## src/rtl/b255_pkg.sv

```systemverilog
// Shared types and constants for the binary to base-255 digit converter.
package b255_pkg;

    localparam int BYTE_W  = 8;
    localparam int HALF_W  = 64;
    localparam int DIGIT_W = 8;

    localparam logic [BYTE_W:0] RADIX = 9'd255;

    typedef enum logic {
        ST_IDLE,
        ST_DIV
    } b255_state_t;

    typedef struct packed {
        logic [BYTE_W-1:0] quot;
        logic [BYTE_W-1:0] rem;
    } b255_div_t;

endpackage

```

## src/rtl/b255_num_if.sv

```systemverilog
// Request channels: the number to convert and the digits that come out.
interface b255_num_if import b255_pkg::*; ();
    logic              valid;
    logic              ready;
    logic [HALF_W-1:0] value_low;
    logic [HALF_W-1:0] value_high;

    modport source (output valid, output value_low, output value_high, input ready);
    modport sink (input valid, input value_low, input value_high, output ready);
endinterface

interface b255_digit_if import b255_pkg::*; ();
    logic               valid;
    logic               ready;
    logic [DIGIT_W-1:0] digit;
    logic               last;

    modport source (output valid, output digit, output last, input ready);
    modport sink (input valid, input digit, input last, output ready);
endinterface

```

## src/rtl/b255_byte_div.sv

```systemverilog
// One byte step of long division by 255.
module b255_byte_div import b255_pkg::*;
(
    input  logic [BYTE_W-1:0] rem_in,
    input  logic [BYTE_W-1:0] byte_in,
    output b255_div_t         result
);

    logic [BYTE_W:0] sum;
    logic            wrap;

    // rem*256 + b = rem*255 + (rem + b), and rem + b stays below 2*255.
    assign sum  = {1'b0, rem_in} + {1'b0, byte_in};
    assign wrap = (sum >= RADIX);

    always_comb
    begin
        if (wrap)
        begin
            result.quot = rem_in + BYTE_W'(1);
            result.rem  = BYTE_W'(sum - RADIX);
        end
        else
        begin
            result.quot = rem_in;
            result.rem  = sum[BYTE_W-1:0];
        end
    end

endmodule

```

## src/rtl/binary_to_base255_digits.sv

```systemverilog
// Top level: converts a binary number into base-255 digits, least significant first.
//
//   Channel | Role | Payload                    | Per request
//   --------+------+----------------------------+-----------------------------
//   number  | sink | value_low[63:0],           | one number to convert
//           |      | value_high[63:0]           |
//   digits  | src  | digit[7:0], last           | n digits; last on the final
//
// Operation: each digit is one pass of long division by 255 over the number held
// in a byte-wide shift register, one byte per cycle unless a stall holds the pass
// at its last byte. A zero number takes one pass and gives no digit. The block
// takes no new number while it is still working on the previous one.
// Reset: rst_n clears the controller and the output valid flag at once.
// Stalls: a finished digit waits in the output register; the next pass runs
// but holds at its last byte until that register is free. A new number is
// taken as soon as the last pass of the previous one ends.
module binary_to_base255_digits import b255_pkg::*;
#(
    parameter int NUMBER_BYTES = 16
)
(
    input  logic          clk,
    input  logic          rst_n,
    b255_num_if.sink      number,
    b255_digit_if.source  digits
);

    localparam int NUM_W = NUMBER_BYTES * BYTE_W;
    localparam int CNT_W = (NUMBER_BYTES > 1) ? $clog2(NUMBER_BYTES) : 1;

    b255_state_t         state_reg, state_next;
    logic [NUM_W-1:0]    num_reg, num_next;
    logic [CNT_W-1:0]    cnt_reg, cnt_next;
    logic [BYTE_W-1:0]   rem_reg, rem_next;
    logic                in_nz_reg, in_nz_next;
    logic                q_nz_reg, q_nz_next;
    logic                out_valid_reg, out_valid_next;
    logic [DIGIT_W-1:0]  digit_reg, digit_next;
    logic                last_reg, last_next;

    logic [BYTE_W-1:0]   top_byte;
    logic [NUM_W+BYTE_W-1:0] shifted;
    b255_div_t           div;
    logic                last_byte;
    logic                out_busy;
    logic                step_en;
    logic                in_nz_fin;
    logic                q_nz_fin;
    logic                emit;

    // The most significant byte enters the divider; its quotient byte enters
    // at the bottom, so after a full pass the quotient sits in place.
    assign top_byte = num_reg[NUM_W-1 -: BYTE_W];
    assign shifted  = {num_reg, div.quot};

    b255_byte_div u_div
    (
        .rem_in  (rem_reg),
        .byte_in (top_byte),
        .result  (div)
    );

    assign last_byte = (cnt_reg == CNT_W'(NUMBER_BYTES - 1));
    assign out_busy  = out_valid_reg && !digits.ready;
    assign step_en   = !(last_byte && out_busy);
    assign in_nz_fin = in_nz_reg || (top_byte != '0);
    assign q_nz_fin  = q_nz_reg || (div.quot != '0);

    assign number.ready = (state_reg == ST_IDLE);
    assign digits.valid = out_valid_reg;
    assign digits.digit = digit_reg;
    assign digits.last  = last_reg;

    always_comb
    begin
        state_next     = state_reg;
        num_next       = num_reg;
        cnt_next       = cnt_reg;
        rem_next       = rem_reg;
        in_nz_next     = in_nz_reg;
        q_nz_next      = q_nz_reg;
        out_valid_next = out_valid_reg && !digits.ready;
        digit_next     = digit_reg;
        last_next      = last_reg;
        emit           = 1'b0;

        case (state_reg)
            ST_IDLE:
            begin
                if (number.valid)
                begin
                    // Bytes above NUMBER_BYTES are dropped by the size cast.
                    num_next   = NUM_W'({number.value_high, number.value_low});
                    cnt_next   = '0;
                    rem_next   = '0;
                    in_nz_next = 1'b0;
                    q_nz_next  = 1'b0;
                    state_next = ST_DIV;
                end
            end
            ST_DIV:
            begin
                if (step_en)
                begin
                    num_next   = shifted[NUM_W-1:0];
                    rem_next   = div.rem;
                    in_nz_next = in_nz_fin;
                    q_nz_next  = q_nz_fin;
                    cnt_next   = cnt_reg + CNT_W'(1);
                    if (last_byte)
                    begin
                        cnt_next   = '0;
                        rem_next   = '0;
                        in_nz_next = 1'b0;
                        q_nz_next  = 1'b0;
                        // A pass over a nonzero dividend yields a digit; a zero
                        // quotient means that digit was the final one.
                        if (in_nz_fin)
                        begin
                            emit           = 1'b1;
                            out_valid_next = 1'b1;
                            digit_next     = div.rem + DIGIT_W'(1);
                            last_next      = !q_nz_fin;
                        end
                        if (!in_nz_fin || !q_nz_fin)
                        begin
                            state_next = ST_IDLE;
                        end
                    end
                end
            end
            default:
            begin
                state_next = ST_IDLE;
            end
        endcase
    end

    always_ff @(posedge clk or negedge rst_n)
    begin
        if (!rst_n)
        begin
            state_reg     <= ST_IDLE;
            cnt_reg       <= '0;
            rem_reg       <= '0;
            in_nz_reg     <= 1'b0;
            q_nz_reg      <= 1'b0;
            out_valid_reg <= 1'b0;
        end
        else
        begin
            state_reg     <= state_next;
            cnt_reg       <= cnt_next;
            rem_reg       <= rem_next;
            in_nz_reg     <= in_nz_next;
            q_nz_reg      <= q_nz_next;
            out_valid_reg <= out_valid_next;
        end
    end

    always_ff @(posedge clk)
    begin
        num_reg   <= num_next;
        digit_reg <= digit_next;
        last_reg  <= last_next;
    end

    // The running remainder of a division by 255 never reaches 255.
    a_rem_range: assert property (@(posedge clk) disable iff (!rst_n)
        rem_reg != 8'hFF)
        else $error("remainder out of range");

    // A digit is only produced when the output register is free or draining.
    a_no_overwrite: assert property (@(posedge clk) disable iff (!rst_n)
        emit |-> !out_busy)
        else $error("digit written over a pending digit");

    // A new number always starts its first pass at the top byte.
    a_start_pass: assert property (@(posedge clk) disable iff (!rst_n)
        (number.valid && number.ready) |=> (state_reg == ST_DIV) && (cnt_reg == '0))
        else $error("pass did not start cleanly");

    // Every digit on the output is in the range one to 255.
    a_digit_nonzero: assert property (@(posedge clk) disable iff (!rst_n)
        out_valid_reg |-> (digit_reg != '0))
        else $error("zero digit presented");

endmodule
```

## src/flat_wrapper.sv

```systemverilog
// flat-port wrapper written by rule: the top's interface ports become plain ports
module binary_to_base255_digits_flat import b255_pkg::*;
#(
    parameter int NUMBER_BYTES = 16
)
  (clk, rst_n, number_valid, number_value_low, number_value_high, number_ready, digits_valid, digits_digit, digits_last, digits_ready);
  b255_num_if number_i ();
  b255_digit_if digits_i ();
  input  logic clk;
  input  logic rst_n;
  input wire logic [$bits(number_i.valid)-1:0] number_valid;
  input wire logic [$bits(number_i.value_low)-1:0] number_value_low;
  input wire logic [$bits(number_i.value_high)-1:0] number_value_high;
  output wire logic [$bits(number_i.ready)-1:0] number_ready;
  output wire logic [$bits(digits_i.valid)-1:0] digits_valid;
  output wire logic [$bits(digits_i.digit)-1:0] digits_digit;
  output wire logic [$bits(digits_i.last)-1:0] digits_last;
  input wire logic [$bits(digits_i.ready)-1:0] digits_ready;
  assign number_i.valid = number_valid;
  assign number_i.value_low = number_value_low;
  assign number_i.value_high = number_value_high;
  assign number_ready = number_i.ready;
  assign digits_valid = digits_i.valid;
  assign digits_digit = digits_i.digit;
  assign digits_last = digits_i.last;
  assign digits_i.ready = digits_ready;
  binary_to_base255_digits #(.NUMBER_BYTES(NUMBER_BYTES)) u_core (.clk(clk), .rst_n(rst_n), .number(number_i), .digits(digits_i));
endmodule
```

## config.mk

```make
export PLATFORM = sky130hd
export DESIGN_NAME = binary_to_base255_digits_flat
export DESIGN_NICKNAME = d
export VERILOG_FILES = /design/src/rtl/b255_pkg.sv /design/src/rtl/b255_num_if.sv /design/src/rtl/b255_byte_div.sv /design/src/rtl/binary_to_base255_digits.sv /design/src/flat_wrapper.sv
export SDC_FILE = /design/constraint.sdc
export NUM_CORES = 1
export LEC_CHECK = 0
export ABC_AREA = 1
export BUFFER_PORTS_ARGS = -buffer_cell sky130_fd_sc_hd__buf_2
export CORE_MARGIN = 1
export CORE_UTILIZATION = 45
export CTS_CLUSTER_SIZE = 16
export DETAILED_ROUTE_END_ITERATION = 12
export PLACE_DENSITY = 0.73
export RECOVER_POWER = 25
export REMOVE_ABC_BUFFERS = 1
export SLEW_MARGIN = 20
export SYNTH_ARGS = -nofsm -noshare
export SYNTH_HDL_FRONTEND = slang
export SYNTH_SLANG_ARGS = --single-unit
```

## constraint.sdc

```tcl
create_clock -name clk -period 5.15 [get_ports clk]
set_input_delay 0.515 -clock clk [delete_from_list [all_inputs] [get_ports clk]]
set_output_delay 0.515 -clock clk [all_outputs]
set_load 0.1 [all_outputs]
```

Word-level counts from Yosys, hierarchy flattened
Cells that the tools add are included.

$lt $le $gt $ge: 1. Mux-type cells: 28. Add/sub/neg operators: 5. Equal/unequal tests: 3. Bitwise operators: 2. Reductions and logical operators: 12.

Operators by type and width (count): 2-to-1 mux 128 bit (2); case mux 128 bit (2 select lines) (1); 2-to-1 mux 8 bit (3); adder 8 x 1 -> 8 bit, second input constant (2); 2-to-1 mux 16 bit (1); case mux 8 bit (2 select lines) (1); nonzero test 8 bit (2); 2-to-1 mux 1 bit (13); 2-to-1 mux 4 bit (3); adder 8 x 8 -> 9 bit (1); >= comparator 9 x 8 -> 1 bit, second input constant (1); case mux 4 bit (2 select lines) (1); subtractor 8 bit, second input constant (1); case mux 1 bit (2 select lines) (3); adder 4 x 1 -> 4 bit, second input constant (1); == test 4 bit, second input constant (1); != test 2 bit, second input constant (2); AND reduction 4 bit (1); logical NOT 1 bit (3); logical OR 1 bit (3); logical AND 1 bit (2); inverter 1 bit (2); AND reduction 2 bit (1).

Word-level logic and storage cells: 60. Flip-flop bits (word level): 153.

Depth between registers and ports, before layout
Word-level depth: 11. Depth in mapped cells: 19. Depth with buffers taken out: 19.

Modules after synthesis
Synthesis repeated with hierarchy kept, for this count alone.

Cell total of the unflattened synthesis: 816. Area total of the unflattened synthesis: 7522.2 µm².

By module, submodules not included: binary_to_base255_digits (sequential area each 4514.3 µm², cells an instance 663, instances 1, area an instance 6596.3 µm²); b255_byte_div (sequential area each 0.0 µm², cells an instance 153, instances 1, area an instance 925.9 µm²).

Worst setup path before layout
No wires, ideal clock.

Kind: reg-to-reg. Start: reg u_core.out_valid_reg (netlist: u_core.digits.valid). End: reg u_core.num_reg[0], enable pin. Arrival time: 4134 ps. Required time: 3903 ps. Path buffers: 0. Period minus slack after synthesis: 5381 ps. Setup slack: -231 ps. Cell stages (with the launch flop): 6. Cell sequence: dfrtp_1 -> inv_1 -> nor2_1 -> a21oi_1 -> nor2_1 -> clkinv_1.

Cells in the longest elaborated chain, start to end: 4.

RTL lines: start: declaration (line binary_to_base255_digits.sv:37) `logic out_valid_reg, out_valid_next;`; start signal: assignment (line binary_to_base255_digits.sv:157) `out_valid_reg <= out_valid_next;`; logical AND 1 bit (line binary_to_base255_digits.sv:64) `assign out_busy = out_valid_reg && !digits.ready;`; logical AND 1 bit (line binary_to_base255_digits.sv:65) `assign step_en = !(last_byte && out_busy);`; != test 2 bit (no line); AND reduction 2 bit (no line); end signal: assignment (line binary_to_base255_digits.sv:163) `num_reg <= num_next;`; end: declaration (line binary_to_base255_digits.sv:32) `logic [NUM_W-1:0] num_reg, num_next;`.

No other way between the ends. A chain may end at the register's enable or synchronous reset.

Worst setup path in the final report
Start: reg u_core.state_reg. End: reg u_core.cnt_reg[2].

Cells in the longest elaborated chain, start to end: 3. Elaborated cells on any way between the ends: 5. Those cells by class: eq/ne (2); mux (1); bitwise (1); reduce/logical (1).

RTL lines: start: declaration (line binary_to_base255_digits.sv:31) `b255_state_t state_reg, state_next;`; start signal: assignment (line binary_to_base255_digits.sv:152) `state_reg <= state_next;`; inverter 1 bit (line binary_to_base255_digits.sv:87) `case (state_reg)`; != test 2 bit (no line); AND reduction 2 bit (no line); end signal: assignment (line binary_to_base255_digits.sv:153) `cnt_reg <= cnt_next;`; end: declaration (line binary_to_base255_digits.sv:33) `logic [CNT_W-1:0] cnt_reg, cnt_next;`.

Parallel ways exist; a longest one is shown, timed or not.

==> flow_metrics.tcl <==
set metrics [dict create \
    rr_worst_depth 3 \
    startpoint_type "flop" \
    arrival_ns 3.59 \
    grt_max_degree 108 \
    grt_setup_unrepaired "false" \
    boundaryPins 143 \
    avgRoutedWirePerCell_um 13.54 \
    drt-pass1-iter-count 5 \
    netlist_instances 826 \
    vias 5667 \
    ir_worst_vdd_uv 328.0 \
    grtUsageTotal_pct 19.94 \
    dp_slack_ns 1.957 \
    numClockSinks 153 \
    die_w_um 131.0 \
    antenna_found_initial 2 \
    yosysWarnings 0 \
    hold_path_class "input pin to async pin" \
    finalCoreUtilization_pct 55.74 \
    regToRegStartpoint "u_core.state_reg" \
    max-cap-violations 1 \
    synth_top_area_share_pct 54.91 \
    timing.final.crit_period_ns 3.412 \
    overflow 0 \
    status "finished, violations left" \
    ant_nets 0 \
    ys_types 38 \
    dp_hpwl_um 10640 \
    clk_pin_slew_ns 0.06 \
    violations "capacitance limit, slew limit" \
    postCtsSetupBuffers 0 \
    power_density_mw_per_mm2 716.7 \
    clk_latency_ns 0.41 \
    drv_slew 66 \
    synth-seq-cells 153 \
    grt_pass1_wl_um 25800 \
    rrSetupSlack_ns 1.74 \
    synth_area_leaders "edfxtp_1 55%, nand2_1 22%, dfrtp_1 5.3%" \
    r2r-end "u_core.cnt_reg[2]" \
    area_growth_pct 19.47 \
    synth_most_common_cell "nand2_1" \
    path_max_fanout 65 \
    cts_buffers 17 \
    core_area_mm2 0.01606 \
    ys_seq_area_share_pct 60.25 \
    rows 46 \
    cts_buffer_depth 2 \
    die_area_mm2 0.01717 \
    gp_congestion 0.8501 \
    async_reset_ff_share_pct 10.46 \
    finalSetupTns_ns 0 \
    final_nets 1104 \
    fmax_ghz 0.2931 \
    power_leakage_nw 4.320 \
    fin_skew_ns 0.008058 \
    ys.flop_type "edfxtp_1" \
    routed_wl_um 16100 \
    cts_max_level 4 \
    cp-end-kind "flop" \
    avgSynthCellArea_um2 9.070 \
    avgViaCountPerCell 4.766 \
    worst_slack_ns 1.738 \
    finalHoldWorstSlack_ns 0.1961 \
    synth_top_cell_by_area "edfxtp_1" \
    worst_pin_slew_ns 2.611 \
    cts_hold_buf 0 \
    io_buffers 142 \
    required_ns 5.33 \
    drive_above_1_share_pct 19.96 \
    setup_viol 0 \
    period_share_pct 66.25 \
    clockRootBuffer "clkbuf_16" \
    hold_viol_final 0 \
    path_class "flop to flop" \
    maxSlewHeadroom_pct -74.08 \
    drt_iter0_markers 372 \
    largest_reg_flops 128 \
    grt_pass1_vias 5285 \
    ctsResizeCount 0 \
    design_area_mm2 0.008951 \
    fillerInstances 1466 \
    cts_tree "built" \
    synth_common_cells "446 x nand2_1, 137 x edfxtp_1, 37 x inv_1" \
    placed_area_mm2 0.008378 \
    drc 0 \
    floorplan.initialDensity_pct 46.66 \
    die_y_um 131.0 \
    synth_edf_count 137 \
    syn_area_mm2 0.007492 \
]
-- cell type report --
cell class	instances	area, µm²	area share (%)
multi-input combinational	599	2684	29.98
antenna	1	2.502	0.02796
timing repair buffer	146	723.2	8.079
clock inverter	15	162.7	1.817
tap	216	270.3	3.019
sequential	153	4518	50.48
clock buffer	17	425.4	4.753
inverter	42	165.2	1.845
-- cell usage in the layout, fill, tap and decap left out, drive strengths merged, types with 2 or more instances in the layout --
| cell | instances |
|---|---|
| clkbuf | 29 |
| xnor2 | 2 |
| nand2 | 457 |
| or2 | 2 |
| o21bai | 2 |
| clkinv | 6 |
| a21oi | 6 |
| a31oi | 8 |
| buf | 134 |
| edfxtp | 137 |
| nor4 | 2 |
| nor2 | 32 |
| nand4 | 4 |
| bufinv | 2 |
| a22o | 2 |
| nand3 | 40 |
| xor2 | 9 |
| dfrtp | 16 |
| nand3b | 2 |
| o21ai | 9 |
| inv | 48 |
| ha | 12 |
| o22ai | 6 |
-- layer usage --
| layer | vias up | part of all wire [%] | global-route usage, % |
|---|---|---|---|
| met2 | 139 | 47 | 31.37 |
| met5 | - | 0 | 0 |
| met1 | 2566 | 47 | 26.85 |
| li1 | 2953 | - | - |
| met4 | 0 | 0.71 | 5.680 |
| met3 | 9 | 5.3 | 5.822 |
-- worst max-delay path: stages, from the launching register on --
cell and delay [ns]:
dfrtp_4 0.49, inv_4 0.45, clkbuf_1 1.91, o31ai_1 0.30
-- logic make-up after synthesis --
logic type                 synth area share, %
and+or+nand+nor                          29.31
DFF                                      60.25
buffers and inverters                    3.924
AOI/OAI and AO/OA                        2.956
adders and majority gates                2.271
xor gates and xnor gates                 1.286
-- worst max-delay path by stage --
| stage | startpoint | endpoint |
|---|---|---|
| floorplan | u_core.state_reg | u_core.num_reg[0] |
| global placement | u_core.rem_reg[0] | u_core.digits.digit[4] |
| detailed placement | u_core.rem_reg[0] | u_core.digits.digit[7] |
| CTS | u_core.rem_reg[0] | u_core.digits.digit[7] |
| global route | u_core.state_reg | u_core.cnt_reg[2] |
| finish | u_core.state_reg | u_core.cnt_reg[2] |
-- power breakdown --
part,switching (mW),internal [mW],leakage (nW)
Clock,0.526,0.724,0.288
Sequential,0.244,2.20,1.66
Combinational,1.80,0.921,2.38
-- stage by stage --
step,power (mW),std cells
after global routing,6.933,1188
after detailed placement,5.172,1156
after CTS,6.459,1188
after global placement,5.150,1156
after floorplan,4.546,794
final,6.415,1189
Power figures use the tool's default switching activity.
